[config.mk]
export PLATFORM = sky130hd
export DESIGN_NAME = button_and_battery_supervisor_unit
export DESIGN_NICKNAME = d
export VERILOG_FILES = /design/src/sv/bbs_pkg.sv /design/src/sv/button_and_battery_supervisor_unit.sv /design/src/sv/bbs_mv_conv.sv /design/src/sv/bbs_button.sv /design/src/sv/bbs_charge_led.sv
export SDC_FILE = /design/constraint.sdc
export NUM_CORES = 1
export LEC_CHECK = 0
export BUFFER_PORTS_ARGS = -buffer_cell sky130_fd_sc_hd__buf_2
export CAP_MARGIN = 10
export CORE_ASPECT_RATIO = 0.9
export CORE_UTILIZATION = 56
export CTS_CLUSTER_SIZE = 8
export DETAILED_ROUTE_END_ITERATION = 10
export GPL_TIMING_DRIVEN = 1
export PLACE_DENSITY_LB_ADDON = 0.25
export SLEW_MARGIN = 20
export SYNTH_ARGS = -nofsm -noshare
export SYNTH_HDL_FRONTEND = slang
export SYNTH_SLANG_ARGS = --single-unit
[constraint.sdc]
create_clock -name clk -period 29.9 [get_ports clk]
set_input_delay 2.99 -clock clk [delete_from_list [all_inputs] [get_ports clk]]
set_output_delay 2.99 -clock clk [all_outputs]
set_load 0.01 [all_outputs]
[src/sv/bbs_pkg.sv]
// Shared constants, codes and types for the button and battery supervisor.
package bbs_pkg;

  // Number of debounced buttons.
  localparam int NUM_BUTTONS = 3;

  // Field and state widths.
  localparam int SAMPLE_W   = 12;
  localparam int MV_W       = 14;
  localparam int TICK_W     = 32;
  localparam int CNT_W      = 9;
  localparam int BLINK_W    = 10;
  localparam int SETTLE_W   = 8;
  localparam int STEP_W     = 4;
  localparam int EVENT_W    = 2;
  localparam int CFG_IDX_W  = 3;
  localparam int CFG_DATA_W = 14;
  localparam int PROD_W     = SAMPLE_W + MV_W;

  // Millivolt scaling: sample * MV_SCALE / ADC_FULL_SCALE.
  localparam int MV_SCALE       = 11000;
  localparam int ADC_FULL_SCALE = 4095;

  // Button event codes.
  localparam logic [EVENT_W-1:0] EV_NONE     = 2'd0;
  localparam logic [EVENT_W-1:0] EV_PRESSED  = 2'd1;
  localparam logic [EVENT_W-1:0] EV_RELEASED = 2'd2;
  localparam logic [EVENT_W-1:0] EV_REPEAT   = 2'd3;

  // Configuration register indexes.
  localparam logic [CFG_IDX_W-1:0] CFG_LOW_BATTERY  = 3'd0;
  localparam logic [CFG_IDX_W-1:0] CFG_CHARGE_SETTLE = 3'd1;
  localparam logic [CFG_IDX_W-1:0] CFG_BUTTON_SETTLE = 3'd2;
  localparam logic [CFG_IDX_W-1:0] CFG_COUNT_STEP    = 3'd3;
  localparam logic [CFG_IDX_W-1:0] CFG_BLINK_RELOAD  = 3'd4;

  // Configuration reset values.
  localparam logic [MV_W-1:0]     RST_LOW_BATTERY   = 14'd3400;
  localparam logic [SETTLE_W-1:0] RST_CHARGE_SETTLE = 8'd200;
  localparam logic [SETTLE_W-1:0] RST_BUTTON_SETTLE = 8'd20;
  localparam logic [STEP_W-1:0]   RST_COUNT_STEP    = 4'd5;
  localparam logic [BLINK_W-1:0]  RST_BLINK_RELOAD  = 10'd100;

  // Configuration register set.
  typedef struct packed {
    logic [MV_W-1:0]     low_battery_mv;
    logic [SETTLE_W-1:0] charge_settle;
    logic [SETTLE_W-1:0] button_settle;
    logic [STEP_W-1:0]   count_step;
    logic [BLINK_W-1:0]  blink_reload;
  } cfg_t;

endpackage

[src/sv/button_and_battery_supervisor_unit.sv]
// Top level of the button and battery supervisor: input stage, update logic, result stage.
//
//   Channel  Handshake              Carries
//   in       in_valid / in_stall    ADC samples, charger pin, three button pins
//   out      out_valid / out_stall  tick count, millivolts, LED level, button events
//   cfg      cfg_valid / cfg_ready  register index and write data
//
// A request is registered in the input register on acceptance; its result is then
// registered in the output register, where out_valid marks it.
// One request is taken every cycle while the output side does not stall.
// All state (tick count, debounce counters, blink timer) updates in the
// cycle a request moves from the input register into the output register.
// A stalled output holds its result; the input register keeps one more request.
// Synchronous reset clears all control state and loads the register defaults.
module button_and_battery_supervisor_unit
  import bbs_pkg::*;
(
  input  logic                  clk,
  input  logic                  rst,
  input  logic                  in_valid,
  output logic                  in_stall,
  input  logic [SAMPLE_W-1:0]   bus_sample,
  input  logic [SAMPLE_W-1:0]   battery_sample,
  input  logic                  charge_pin,
  input  logic                  button0_pin,
  input  logic                  button1_pin,
  input  logic                  button2_pin,
  output logic                  out_valid,
  input  logic                  out_stall,
  output logic [TICK_W-1:0]     tick_number,
  output logic [MV_W-1:0]       bus_millivolts,
  output logic [MV_W-1:0]       battery_millivolts,
  output logic                  charge_led_level,
  output logic [EVENT_W-1:0]    button0_event,
  output logic [EVENT_W-1:0]    button1_event,
  output logic [EVENT_W-1:0]    button2_event,
  input  logic                  cfg_valid,
  output logic                  cfg_ready,
  input  logic [CFG_IDX_W-1:0]  cfg_index,
  input  logic [CFG_DATA_W-1:0] cfg_data
);

  cfg_t                    cfg;
  logic                    s1_valid;
  logic [SAMPLE_W-1:0]     s1_bus;
  logic [SAMPLE_W-1:0]     s1_battery;
  logic                    s1_charge;
  logic [NUM_BUTTONS-1:0]  s1_buttons;
  logic [NUM_BUTTONS-1:0]  in_buttons;
  logic                    out_move;
  logic                    fire;
  logic [TICK_W-1:0]       tick_total;
  logic [TICK_W-1:0]       tick_next;
  logic [MV_W-1:0]         bus_mv;
  logic [MV_W-1:0]         battery_mv;
  logic                    led;
  logic [EVENT_W-1:0]      events [NUM_BUTTONS];
  logic [EVENT_W-1:0]      out_events [NUM_BUTTONS];

  // Configuration writes are always taken; unknown indexes are dropped.
  assign cfg_ready = 1'b1;

  always_ff @(posedge clk) begin
    if (rst) begin
      cfg.low_battery_mv <= RST_LOW_BATTERY;
      cfg.charge_settle  <= RST_CHARGE_SETTLE;
      cfg.button_settle  <= RST_BUTTON_SETTLE;
      cfg.count_step     <= RST_COUNT_STEP;
      cfg.blink_reload   <= RST_BLINK_RELOAD;
    end else if (cfg_valid && cfg_ready) begin
      case (cfg_index)
        CFG_LOW_BATTERY:   cfg.low_battery_mv <= cfg_data[MV_W-1:0];
        CFG_CHARGE_SETTLE: cfg.charge_settle  <= cfg_data[SETTLE_W-1:0];
        CFG_BUTTON_SETTLE: cfg.button_settle  <= cfg_data[SETTLE_W-1:0];
        CFG_COUNT_STEP:    cfg.count_step     <= cfg_data[STEP_W-1:0];
        CFG_BLINK_RELOAD:  cfg.blink_reload   <= cfg_data[BLINK_W-1:0];
        default: ;
      endcase
    end
  end

  // Handshake: the output register frees up when empty or taken this cycle.
  assign out_move = !out_valid || !out_stall;
  assign fire     = s1_valid && out_move;
  assign in_stall = s1_valid && !out_move;

  assign in_buttons[0] = button0_pin;
  assign in_buttons[1] = button1_pin;
  assign in_buttons[2] = button2_pin;

  // Input register.
  always_ff @(posedge clk) begin
    if (rst) begin
      s1_valid <= 1'b0;
    end else if (!in_stall) begin
      s1_valid <= in_valid;
    end
  end

  always_ff @(posedge clk) begin
    if (in_valid && !in_stall) begin
      s1_bus     <= bus_sample;
      s1_battery <= battery_sample;
      s1_charge  <= charge_pin;
      s1_buttons <= in_buttons;
    end
  end

  // Tick count, advanced once per processed request.
  assign tick_next = tick_total + 1'b1;

  always_ff @(posedge clk) begin
    if (rst) begin
      tick_total <= '0;
    end else if (fire) begin
      tick_total <= tick_next;
    end
  end

  // Sample conversion.
  bbs_mv_conv u_bus_conv (
    .sample (s1_bus),
    .mv     (bus_mv)
  );

  bbs_mv_conv u_battery_conv (
    .sample (s1_battery),
    .mv     (battery_mv)
  );

  // Charge LED control.
  bbs_charge_led u_charge_led (
    .clk        (clk),
    .rst        (rst),
    .fire       (fire),
    .pin        (s1_charge),
    .battery_mv (battery_mv),
    .cfg        (cfg),
    .led        (led)
  );

  // One debouncer per button.
  for (genvar b = 0; b < NUM_BUTTONS; b++) begin : g_button
    bbs_button u_button (
      .clk        (clk),
      .rst        (rst),
      .fire       (fire),
      .pin        (s1_buttons[b]),
      .settle     (cfg.button_settle),
      .step       (cfg.count_step),
      .event_code (events[b])
    );
  end

  // Result register.
  always_ff @(posedge clk) begin
    if (rst) begin
      out_valid <= 1'b0;
    end else if (out_move) begin
      out_valid <= s1_valid;
    end
  end

  always_ff @(posedge clk) begin
    if (fire) begin
      tick_number        <= tick_next;
      bus_millivolts     <= bus_mv;
      battery_millivolts <= battery_mv;
      charge_led_level   <= led;
      out_events         <= events;
    end
  end

  assign button0_event = out_events[0];
  assign button1_event = out_events[1];
  assign button2_event = out_events[2];

  // The input side only stalls while a request is parked in the input register.
  a_stall_needs_parked: assert property (@(posedge clk) disable iff (rst)
    in_stall |-> s1_valid)
    else $error("input stalled with an empty input register");

  // The tick count moves by exactly one per processed request.
  a_tick_step: assert property (@(posedge clk) disable iff (rst)
    fire |=> tick_total == $past(tick_total) + 1'b1)
    else $error("tick count did not advance by one");

  a_tick_hold: assert property (@(posedge clk) disable iff (rst)
    !fire |=> $stable(tick_total))
    else $error("tick count changed without a request");

  // Converted voltages never exceed full scale.
  a_mv_range: assert property (@(posedge clk) disable iff (rst)
    out_valid |-> (bus_millivolts <= MV_W'(MV_SCALE)) &&
                  (battery_millivolts <= MV_W'(MV_SCALE)))
    else $error("millivolt result above full scale");

  // A result carries the tick count that was just reached.
  a_result_tick: assert property (@(posedge clk) disable iff (rst)
    out_valid |-> tick_number == tick_total)
    else $error("result tick number disagrees with tick count");

endmodule

[src/sv/bbs_mv_conv.sv]
// Converts one raw ADC sample to millivolts: sample * 11000 / 4095, truncated.
module bbs_mv_conv
  import bbs_pkg::*;
(
  input  logic [SAMPLE_W-1:0] sample,
  output logic [MV_W-1:0]     mv
);

  logic [PROD_W-1:0] prod;
  logic [MV_W-1:0]   q0;
  logic [MV_W:0]     r0;
  logic [2:0]        q1;
  logic [12:0]       r1;
  logic              adj;

  // Scale the sample up; the product fits in 26 bits.
  assign prod = PROD_W'(sample) * PROD_W'(MV_SCALE);

  // Divide by 4095 as a divide by 4096 plus folded remainders:
  // x = 4096*q + lo = 4095*q + (q + lo), applied twice, then one compare.
  assign q0  = prod[PROD_W-1:12];
  assign r0  = (MV_W+1)'(prod[11:0]) + (MV_W+1)'(q0);
  assign q1  = r0[MV_W:12];
  assign r1  = 13'(r0[11:0]) + 13'(q1);
  assign adj = (r1 >= 13'(ADC_FULL_SCALE));

  assign mv = q0 + MV_W'(q1) + MV_W'(adj);

endmodule

[src/sv/bbs_button.sv]
// Debounce and event generation for one active-low button.
module bbs_button
  import bbs_pkg::*;
(
  input  logic                clk,
  input  logic                rst,
  input  logic                fire,
  input  logic                pin,
  input  logic [SETTLE_W-1:0] settle,
  input  logic [STEP_W-1:0]   step,
  output logic [EVENT_W-1:0]  event_code
);

  logic             seen;
  logic             seen_next;
  logic             stable;
  logic             stable_next;
  logic [CNT_W-1:0] count;
  logic [CNT_W-1:0] count_next;

  // Settle counting, then a press or release once, then repeats while held.
  always_comb begin
    seen_next   = seen;
    stable_next = stable;
    count_next  = count;
    event_code  = EV_NONE;
    if (pin == seen) begin
      if (count < CNT_W'(settle)) begin
        count_next = count + CNT_W'(step);
      end else if (stable != seen) begin
        event_code  = seen ? EV_RELEASED : EV_PRESSED;
        stable_next = seen;
      end else if (!seen) begin
        event_code = EV_REPEAT;
      end
    end else begin
      seen_next  = pin;
      count_next = '0;
    end
  end

  // State advances only when a request is processed.
  always_ff @(posedge clk) begin
    if (rst) begin
      seen   <= 1'b0;
      stable <= 1'b0;
      count  <= '0;
    end else if (fire) begin
      seen   <= seen_next;
      stable <= stable_next;
      count  <= count_next;
    end
  end

endmodule

[src/sv/bbs_charge_led.sv]
// Charger pin debounce and charge LED control with low-battery blinking.
module bbs_charge_led
  import bbs_pkg::*;
(
  input  logic            clk,
  input  logic            rst,
  input  logic            fire,
  input  logic            pin,
  input  logic [MV_W-1:0] battery_mv,
  input  cfg_t            cfg,
  output logic            led
);

  logic               seen;
  logic               seen_next;
  logic [CNT_W-1:0]   count;
  logic [CNT_W-1:0]   count_next;
  logic [BLINK_W-1:0] blink;
  logic [BLINK_W-1:0] blink_next;
  logic               led_level;
  logic               led_next;

  // Once the pin has settled: dark while not charging; while charging, blink on a low battery, else lit.
  always_comb begin
    seen_next  = seen;
    count_next = count;
    blink_next = blink;
    led_next   = led_level;
    if (pin == seen) begin
      if (count < CNT_W'(cfg.charge_settle)) begin
        count_next = count + CNT_W'(cfg.count_step);
      end else if (!pin) begin
        led_next = 1'b0;
      end else if (battery_mv < cfg.low_battery_mv) begin
        if (blink != '0) begin
          blink_next = blink - 1'b1;
        end else begin
          blink_next = cfg.blink_reload;
          led_next   = ~led_level;
        end
      end else begin
        blink_next = cfg.blink_reload;
        led_next   = 1'b1;
      end
    end else begin
      seen_next  = pin;
      count_next = '0;
    end
  end

  // The result carries the level after this tick's update.
  assign led = led_next;

  always_ff @(posedge clk) begin
    if (rst) begin
      seen      <= 1'b0;
      count     <= '0;
      blink     <= '0;
      led_level <= 1'b1;
    end else if (fire) begin
      seen      <= seen_next;
      count     <= count_next;
      blink     <= blink_next;
      led_level <= led_next;
    end
  end

endmodule

=== Word-level counts from Yosys, hierarchy flattened ===
Cells that the tools add are included.

* Flip-flop bits (word level): 227
* Output and inout port bits: 70
* Logic and storage cells: 133

* Equality and inequality tests: 15
* Multiplexer cells: 24
* Multiply operators: 2
* $add $sub $neg: 14
* Reduce and logical (&&, ||, !) cells: 30
* Bitwise operators: 9
* Magnitude comparators: 7

{| class="wikitable"
|+ Operators with widths
! cell !! number
|-
| $mux W9 || 8
|-
| $mul A12 B11 Y23 const B || 2
|-
| $add A9 B4 Y9 || 4
|-
| $lt A9 B8 Y1 || 4
|-
| $add A32 B1 Y32 const B || 1
|-
| $add A12 B14 Y15 || 2
|-
| $add A14 B1 Y14 || 2
|-
| $add A14 B3 Y14 || 2
|-
| $add A12 B3 Y13 || 2
|-
| $ge A13 B12 Y1 const B || 2
|-
| $reduce_and A2 Y1 || 13
|-
| $mux W10 || 2
|-
| $mux W2 || 9
|-
| $reduce_and A4 Y1 || 4
|-
| $lt A14 B14 Y1 || 1
|-
| $reduce_bool A10 Y1 || 1
|-
| $sub A10 B1 Y10 const B || 1
|-
| $not A1 Y1 || 9
|-
| $ne A2 B2 Y1 const B || 4
|-
| $eq A3 B2 Y1 const B || 2
|-
| $reduce_or A2 Y1 || 3
|-
| $mux W1 || 5
|-
| $eq A1 B1 Y1 || 4
|-
| $logic_not A1 Y1 || 4
|-
| other kinds (6) || 10
|}

=== Depth between registers and ports, before layout ===
* Word-level depth: 10
* Depth in mapped cells: 57
* Gate-level depth less buffers: 56

=== Cells and area by module ===
A second synthesis with hierarchy kept.

* Cells, all modules: 2105
* Area total of the unflattened synthesis: 19806.5 µm²

{| class="wikitable"
|+ Modules (own cells, without submodules)
! module !! area an instance (µm²) !! seq. area each (µm²) !! instances !! cells an instance
|-
| button_and_battery_supervisor_unit || 6687.7 || 4414.2 || 1 || 557
|-
| bbs_mv_conv at u_bus_conv || 4389.2 || 0.0 || 1 || 492
|-
| bbs_mv_conv at u_battery_conv || 4139.0 || 0.0 || 1 || 470
|-
| bbs_button || 948.4 || 220.2 || 3 || 117
|-
| bbs_charge_led || 1745.4 || 420.4 || 1 || 235
|}

=== Worst setup path after synthesis ===
No wires, ideal clock.

* Kind: register to register
* From: register s1_battery[7]
* To: register u_charge_led.blink[6]
* Library setup time: 130 ps
* Path slack: 18302 ps
* Clock period less this slack: 11598 ps
* Cell stages (with the launch flop): 56
* Path buffers: 1
* Data required time: 29770 ps
* Data arrival time: 11468 ps
* Path through: edfxtp_1 -> inv_1 -> fa_1 -> inv_1 -> ha_1 -> inv_1 -> fa_1 -> inv_1 -> fa_1 -> inv_1 -> fa_1 -> inv_1 -> ha_1 -> nand2_1 -> o21ai_0 -> nor2_1 -> o21ai_0 -> xor2_1 -> (+20 left out) -> or4_1 -> fa_1 -> inv_1 -> a21o_1 -> a21oi_1 -> nand2b_1 -> nor4b_1 -> nand2_1 -> xnor2_1 -> ha_1 -> a21o_1 -> a21o_1 -> a21oi_1 -> o21ai_0 -> a211oi_1 -> buf_1 -> mux2i_1 -> o32ai_1

* Longest elaborated chain between the ends: 7

{| class="wikitable"
|+ RTL lines
! item !! line !! RTL
|-
| start, declared || button_and_battery_supervisor_unit.sv:46 || <nowiki>logic [SAMPLE_W-1:0] s1_battery;</nowiki>
|-
| start signal, assigned || button_and_battery_supervisor_unit.sv:103 || <nowiki>s1_battery <= battery_sample;</nowiki>
|-
| $mul A12 B11 Y23 (*) || bbs_mv_conv.sv:17 || <nowiki>assign prod = PROD_W'(sample) * PROD_W'(MV_SCALE);</nowiki>
|-
| $add A12 B14 Y15 || bbs_mv_conv.sv:22 || <nowiki>assign r0 = (MV_W+1)'(prod[11:0]) + (MV_W+1)'(q0);</nowiki>
|-
| $add A12 B3 Y13 || bbs_mv_conv.sv:24 || <nowiki>assign r1 = 13'(r0[11:0]) + 13'(q1);</nowiki>
|-
| $ge A13 B12 Y1 || bbs_mv_conv.sv:25 || <nowiki>assign adj = (r1 >= 13'(ADC_FULL_SCALE));</nowiki>
|-
| $add A14 B1 Y14 (*) || bbs_mv_conv.sv:27 || <nowiki>assign mv = q0 + MV_W'(q1) + MV_W'(adj);</nowiki>
|-
| net battery_mv[11] || button_and_battery_supervisor_unit.sv:55 || <nowiki>logic [MV_W-1:0] battery_mv;</nowiki>
|-
| $lt A14 B14 Y1 (*) || bbs_charge_led.sv:34 || <nowiki>end else if (battery_mv < cfg.low_battery_mv) begin</nowiki>
|-
| $mux W10 (*) || bbs_charge_led.sv:34 ||
|-
| end signal, assigned || bbs_charge_led.sv:63 || <nowiki>blink <= blink_next;</nowiki>
|-
| end, declared || bbs_charge_led.sv:18 || <nowiki>logic [BLINK_W-1:0] blink;</nowiki>
|}

Mark *: on every way through the listed nets, which the timed path passes. The rest lies on a longest branch.
A chain may end at the register's enable or synchronous reset.

=== Final worst setup path ===
* From: register s1_battery[6]
* To: register u_charge_led.blink[5]

Same word-level chain as after synthesis.

==> insert_results.sql <==
INSERT INTO impl_metrics (metric_group, metric, value, unit) VALUES
('sta', 'achievable-frequency', '0.0766', 'GHz'),
('clock_tree', 'cts.root.buffer_cell', 'sky130_fd_sc_hd__clkbuf_16', ''),
('setup_path', 'critical_path_class', 'flip-flop to flip-flop', ''),
('clock_tree', 'worstSkewPairLatency', '530', 'ps'),
('floorplanning', 'fp.dieH', '172', 'µm'),
('floorplanning', 'io_pins', '120', ''),
('synth', 'ys_dominant_reg_cell', 'sky130_fd_sc_hd__dfxtp_1', ''),
('setup_path', 'critical_path_arrival', '13460', 'ps'),
('sta', 'finalCriticalPeriod', '13050', 'ps'),
('layout', 'final_nets', '2389', ''),
('clock_tree', 'clock_sinks', '227', ''),
('drt', 'viasPerCell', '5.50', ''),
('layout', 'multiInputGateArea', '11500', 'µm²'),
('sta', 'final_clock_skew', '15.3', 'ps'),
('floorplanning', 'core_area', '31300', 'µm²'),
('synth', 'synth_fp_nets', '2262', ''),
('global_route', 'overflow', '0', ''),
('layout', 'finalInstanceArea', '20100', 'µm²'),
('layout', 'antenna-diode-count', '0', ''),
('layout', 'areaGrowthSynthToFinish', '11.3', '%'),
('drt', 'detail-route-antenna-nets', '0', ''),
('sta', 'timing.final.ws_setup', '16850', 'ps'),
('global_route', 'gr-usage-all-layers', '22.9', '%'),
('run', 'max-cap-violations', '0', ''),
('outcome', 'status', 'finished, final reports clean', ''),
('synth', 'synth-seq-area-share', '30.4', '%'),
('sta', 'setup_viol', '0', ''),
('clock_tree', 'cts.reportedPaths.clkPinSlew', '60', 'ps'),
('synth', 'yosysTopAreaCell', 'sky130_fd_sc_hd__ha_1', ''),
('synth', 'postSynthCellCount', '1847', ''),
('setup_path', 'cpMaxStageDelayCell', 'sky130_fd_sc_hd__a2111oi_0', ''),
('place', 'dp_hpwl', '28.5', 'mm'),
('clock_tree', 'cts-root-to-sink-buffers', '3', ''),
('synth', 'synth.avg_cell_area', '9.77', 'µm²'),
('global_route', 'grt_pass1_vias', '12900', ''),
('clock_tree', 'cts_tree', 'built', ''),
('clock_tree', 'cts-htree-levels', '2', ''),
('drt', 'drcViolationCount', '0', ''),
('layout', 'register_area', '5500', 'µm²'),
('drt', 'via_count', '13200', ''),
('clock_tree', 'cts_made_buffers', '35', ''),
('synth', 'synth_cell_types', '80', ''),
('synth', 'yosysWarningCount', '0', ''),
('synth', 'netlist_area', '18100', 'µm²'),
('synth', 'synth_enable_flop_cells', '95', ''),
('place', 'io_buffer_count', '118', ''),
('synth', 'synth-seq-cells', '227', ''),
('global_route', 'grt_antenna_before_repair', '0', ''),
('sta', 'fin_max_slew_vios', '0', ''),
('clock_tree', 'resized_cells_post_cts', '0', ''),
('floorplanning', 'core.rowCount', '61', ''),
('setup_path', 'cp_most_frequent_cell', 'sky130_fd_sc_hd__inv_1', ''),
('place', 'post_detailed_placement_cell_area', '19100', 'µm²'),
('place', 'dp_worst_setup_slack', '17040', 'ps'),
('sta', 'report.final.hold_viol_count', '0', ''),
('sta', 'worst-slew-pin-transition', '1110', 'ps'),
('synth', 'asyncSetResetFlopFracSynth', '0', '%'),
('setup_path', 'critPathMaxFanout', '20', ''),
('setup_path', 'worstSetupStartpointType', 'flip-flop', ''),
('drt', 'routedWlPerCell', '15.5', 'µm'),
('setup_path', 'crit_required', '30320', 'ps'),
('floorplanning', 'initial_core_util', '57.7', '%'),
('setup_path', 'endpoint_kind', 'flip-flop', ''),
('sta', 'rsz0062_at_grt', 'false', ''),
('layout', 'share_of_post_route_cells_with_drive_strength_above_1', '9.71', '%'),
('drt', 'dr.pass1.iters', '5', ''),
('drt', 'wirelength', '37.3', 'mm'),
('global_route', 'grt_pass1_wl', '61.3', 'mm'),
('floorplanning', 'floorplan.die_area', '33000', 'µm²'),
('hold_path', 'hold_path.class', 'flip-flop to flip-flop', ''),
('layout', 'fillerInstances', '2511', ''),
('sta', 'final.setup.tns', '0', 'ps'),
('sta', 'max-slew-margin-rel', '26.1', '%'),
('global_route', 'grt_start_max_net_pins', '58', ''),
('clock_tree', 'cts_hold_repair.buffers', '0', ''),
('clock_tree', 'cts_setup_buffers', '0', ''),
('floorplanning', 'chipWidth', '191', 'µm'),
('synth', 'synth_top_cells_by_area', 'sky130_fd_sc_hd__ha_1 17%, sky130_fd_sc_hd__edfxtp_1 16%, sky130_fd_sc_hd__dfxtp_1 15%', ''),
('setup_path', 'slowest_delay', '580', 'ps'),
('synth', 'synth_largest_type_area_fraction', '16.8', '%'),
('drt', 'drt-initial-drc-count', '742', ''),
('place', 'finalWeightedCongestion', '0.884', ''),
('sta', 'post-route-period-util', '43.6', '%');
## worst paths after layout
kind	startpoint	to	slack, ps	depth (start not counted)
worst max-delay path	s1_battery[6]	u_charge_led.blink[5]	16850	55
worst min-delay path	u_charge_led.count[8]	u_charge_led.count[8]	450	2
worst max register to register	s1_battery[6]	u_charge_led.blink[5]	16850	55
worst min register to register	u_charge_led.count[8]	u_charge_led.count[8]	450	2
## logic make-up after synthesis
family | count (synthesis) | share of synthesized area (%)
buffers and inverters | 281 | 5.89
adder cells (fa/ha/maj) | 365 | 30.4
XOR/XNOR | 154 | 7.55
other | 1 | 0.0208
AND/OR/NAND/NOR | 454 | 12.2
flip-flops | 227 | 30.4
AO/OA/AOI/OAI | 339 | 12.1
multiplexers | 26 | 1.45
## Yosys cell counts, types with 3 or more instances
library cell	instances
sky130_fd_sc_hd__inv_1	246
sky130_fd_sc_hd__dfxtp_1	132
sky130_fd_sc_hd__xnor2_1	77
sky130_fd_sc_hd__o21a_1	10
sky130_fd_sc_hd__mux2i_1	25
sky130_fd_sc_hd__or3_1	19
sky130_fd_sc_hd__or4_1	9
sky130_fd_sc_hd__a31oi_1	6
sky130_fd_sc_hd__nand4_1	21
sky130_fd_sc_hd__nor2_1	108
sky130_fd_sc_hd__nand2_1	152
sky130_fd_sc_hd__nand3b_1	3
sky130_fd_sc_hd__xor2_1	76
sky130_fd_sc_hd__and3_1	12
sky130_fd_sc_hd__nor3_1	18
sky130_fd_sc_hd__o32ai_1	5
sky130_fd_sc_hd__a21boi_0	5
sky130_fd_sc_hd__a2111oi_0	4
sky130_fd_sc_hd__fa_1	122
sky130_fd_sc_hd__and2_1	16
sky130_fd_sc_hd__nand2b_1	15
sky130_fd_sc_hd__buf_1	6
sky130_fd_sc_hd__a211oi_1	18
sky130_fd_sc_hd__a21o_1	51
sky130_fd_sc_hd__nor2b_1	10
sky130_fd_sc_hd__o221a_2	3
sky130_fd_sc_hd__nor4_1	8
sky130_fd_sc_hd__o21ai_0	45
sky130_fd_sc_hd__o31ai_1	9
sky130_fd_sc_hd__a21oi_1	125
sky130_fd_sc_hd__nand3_1	39
sky130_fd_sc_hd__a22o_1	8
sky130_fd_sc_hd__ha_1	243
sky130_fd_sc_hd__o211ai_1	14
sky130_fd_sc_hd__clkbuf_1	25
sky130_fd_sc_hd__o21bai_1	8
sky130_fd_sc_hd__edfxtp_1	95
sky130_fd_sc_hd__or2_2	3
## placed cells by master (no fill, tap or decap), types with 15 or more instances in the layout
cell,n
sky130_fd_sc_hd__nand2_1,152
sky130_fd_sc_hd__xnor2_1,77
sky130_fd_sc_hd__a21o_1,51
sky130_fd_sc_hd__nand3_1,39
sky130_fd_sc_hd__nor2_1,108
sky130_fd_sc_hd__inv_1,246
sky130_fd_sc_hd__clkbuf_1,19
sky130_fd_sc_hd__and2_1,16
sky130_fd_sc_hd__a211oi_1,17
sky130_fd_sc_hd__o21ai_0,45
sky130_fd_sc_hd__nand4_1,21
sky130_fd_sc_hd__edfxtp_1,95
sky130_fd_sc_hd__buf_2,118
sky130_fd_sc_hd__fa_1,122
sky130_fd_sc_hd__ha_1,243
sky130_fd_sc_hd__or3_1,19
sky130_fd_sc_hd__xor2_1,76
sky130_fd_sc_hd__dfxtp_1,132
sky130_fd_sc_hd__a21oi_1,125
sky130_fd_sc_hd__clkbuf_16,35
sky130_fd_sc_hd__mux2i_1,25
sky130_fd_sc_hd__nand2b_1,15
sky130_fd_sc_hd__nor3_1,18
## final cells by class
type	count	share of cell area (%)
Clock inverter	6	0.324
Clock buffer	54	4.71
Multi-Input combinational cell	1339	57.3
Timing Repair Buffer	124	3.16
Inverter	247	4.63
Sequential cell	227	27.4
Tap cell	409	2.55
## routing by layer
layer  global-route usage, %  wire length [µm]  part of all wire (%)  up-vias
met5                       0                 0                     0        -
met4                    6.11               687                   1.8        0
met3                    3.67              1770                   4.7       65
met2                    38.5             17600                    47      286
met1                    30.8             17200                    46     6279
li1                        -                 -                     -     6598
## registers in the layout (all words and copies together) (netlist names)
name	count
button2_event	2
s1_charge	1
button1_event	2
tick_total	32
out_valid	1
s1_valid	1
u_charge_led.seen	1
s1_battery	12
charge_led_level	1
tick_number	32
g_button.u_button.seen	3
g_button.u_button.stable	3
cfg	44
u_charge_led.blink	10
bus_millivolts	14
g_button.u_button.count	27
u_charge_led.count	9
battery_millivolts	14
s1_bus	12
s1_buttons	3
button0_event	2
u_charge_led.led_level	1
## critical path, delay by kind of cell, from the launching register on
kind / cells / cell delay, ps
XOR/XNOR: 3 / 880
multiplexers: 1 / 260
AO/OA/AOI/OAI: 19 / 3600
adder cells (fa/ha/maj): 10 / 4110
AND/OR/NAND/NOR: 13 / 2630
buffers and inverters: 9 / 940
flip-flops: 1 / 500
## metrics by stage
step	hold slack, ps	cells	util (%)
floorplan	426	1847	-
finish	455	2406	64.2
detailed placement	448	2346	61.0
global route	469	2406	64.2
global placement	441	2346	61.0
CTS	455	2406	64.2
Power is left out: the tool's default activity adds up to more than one toggle a clock period on the data nets, which glitch-free logic cannot reach.
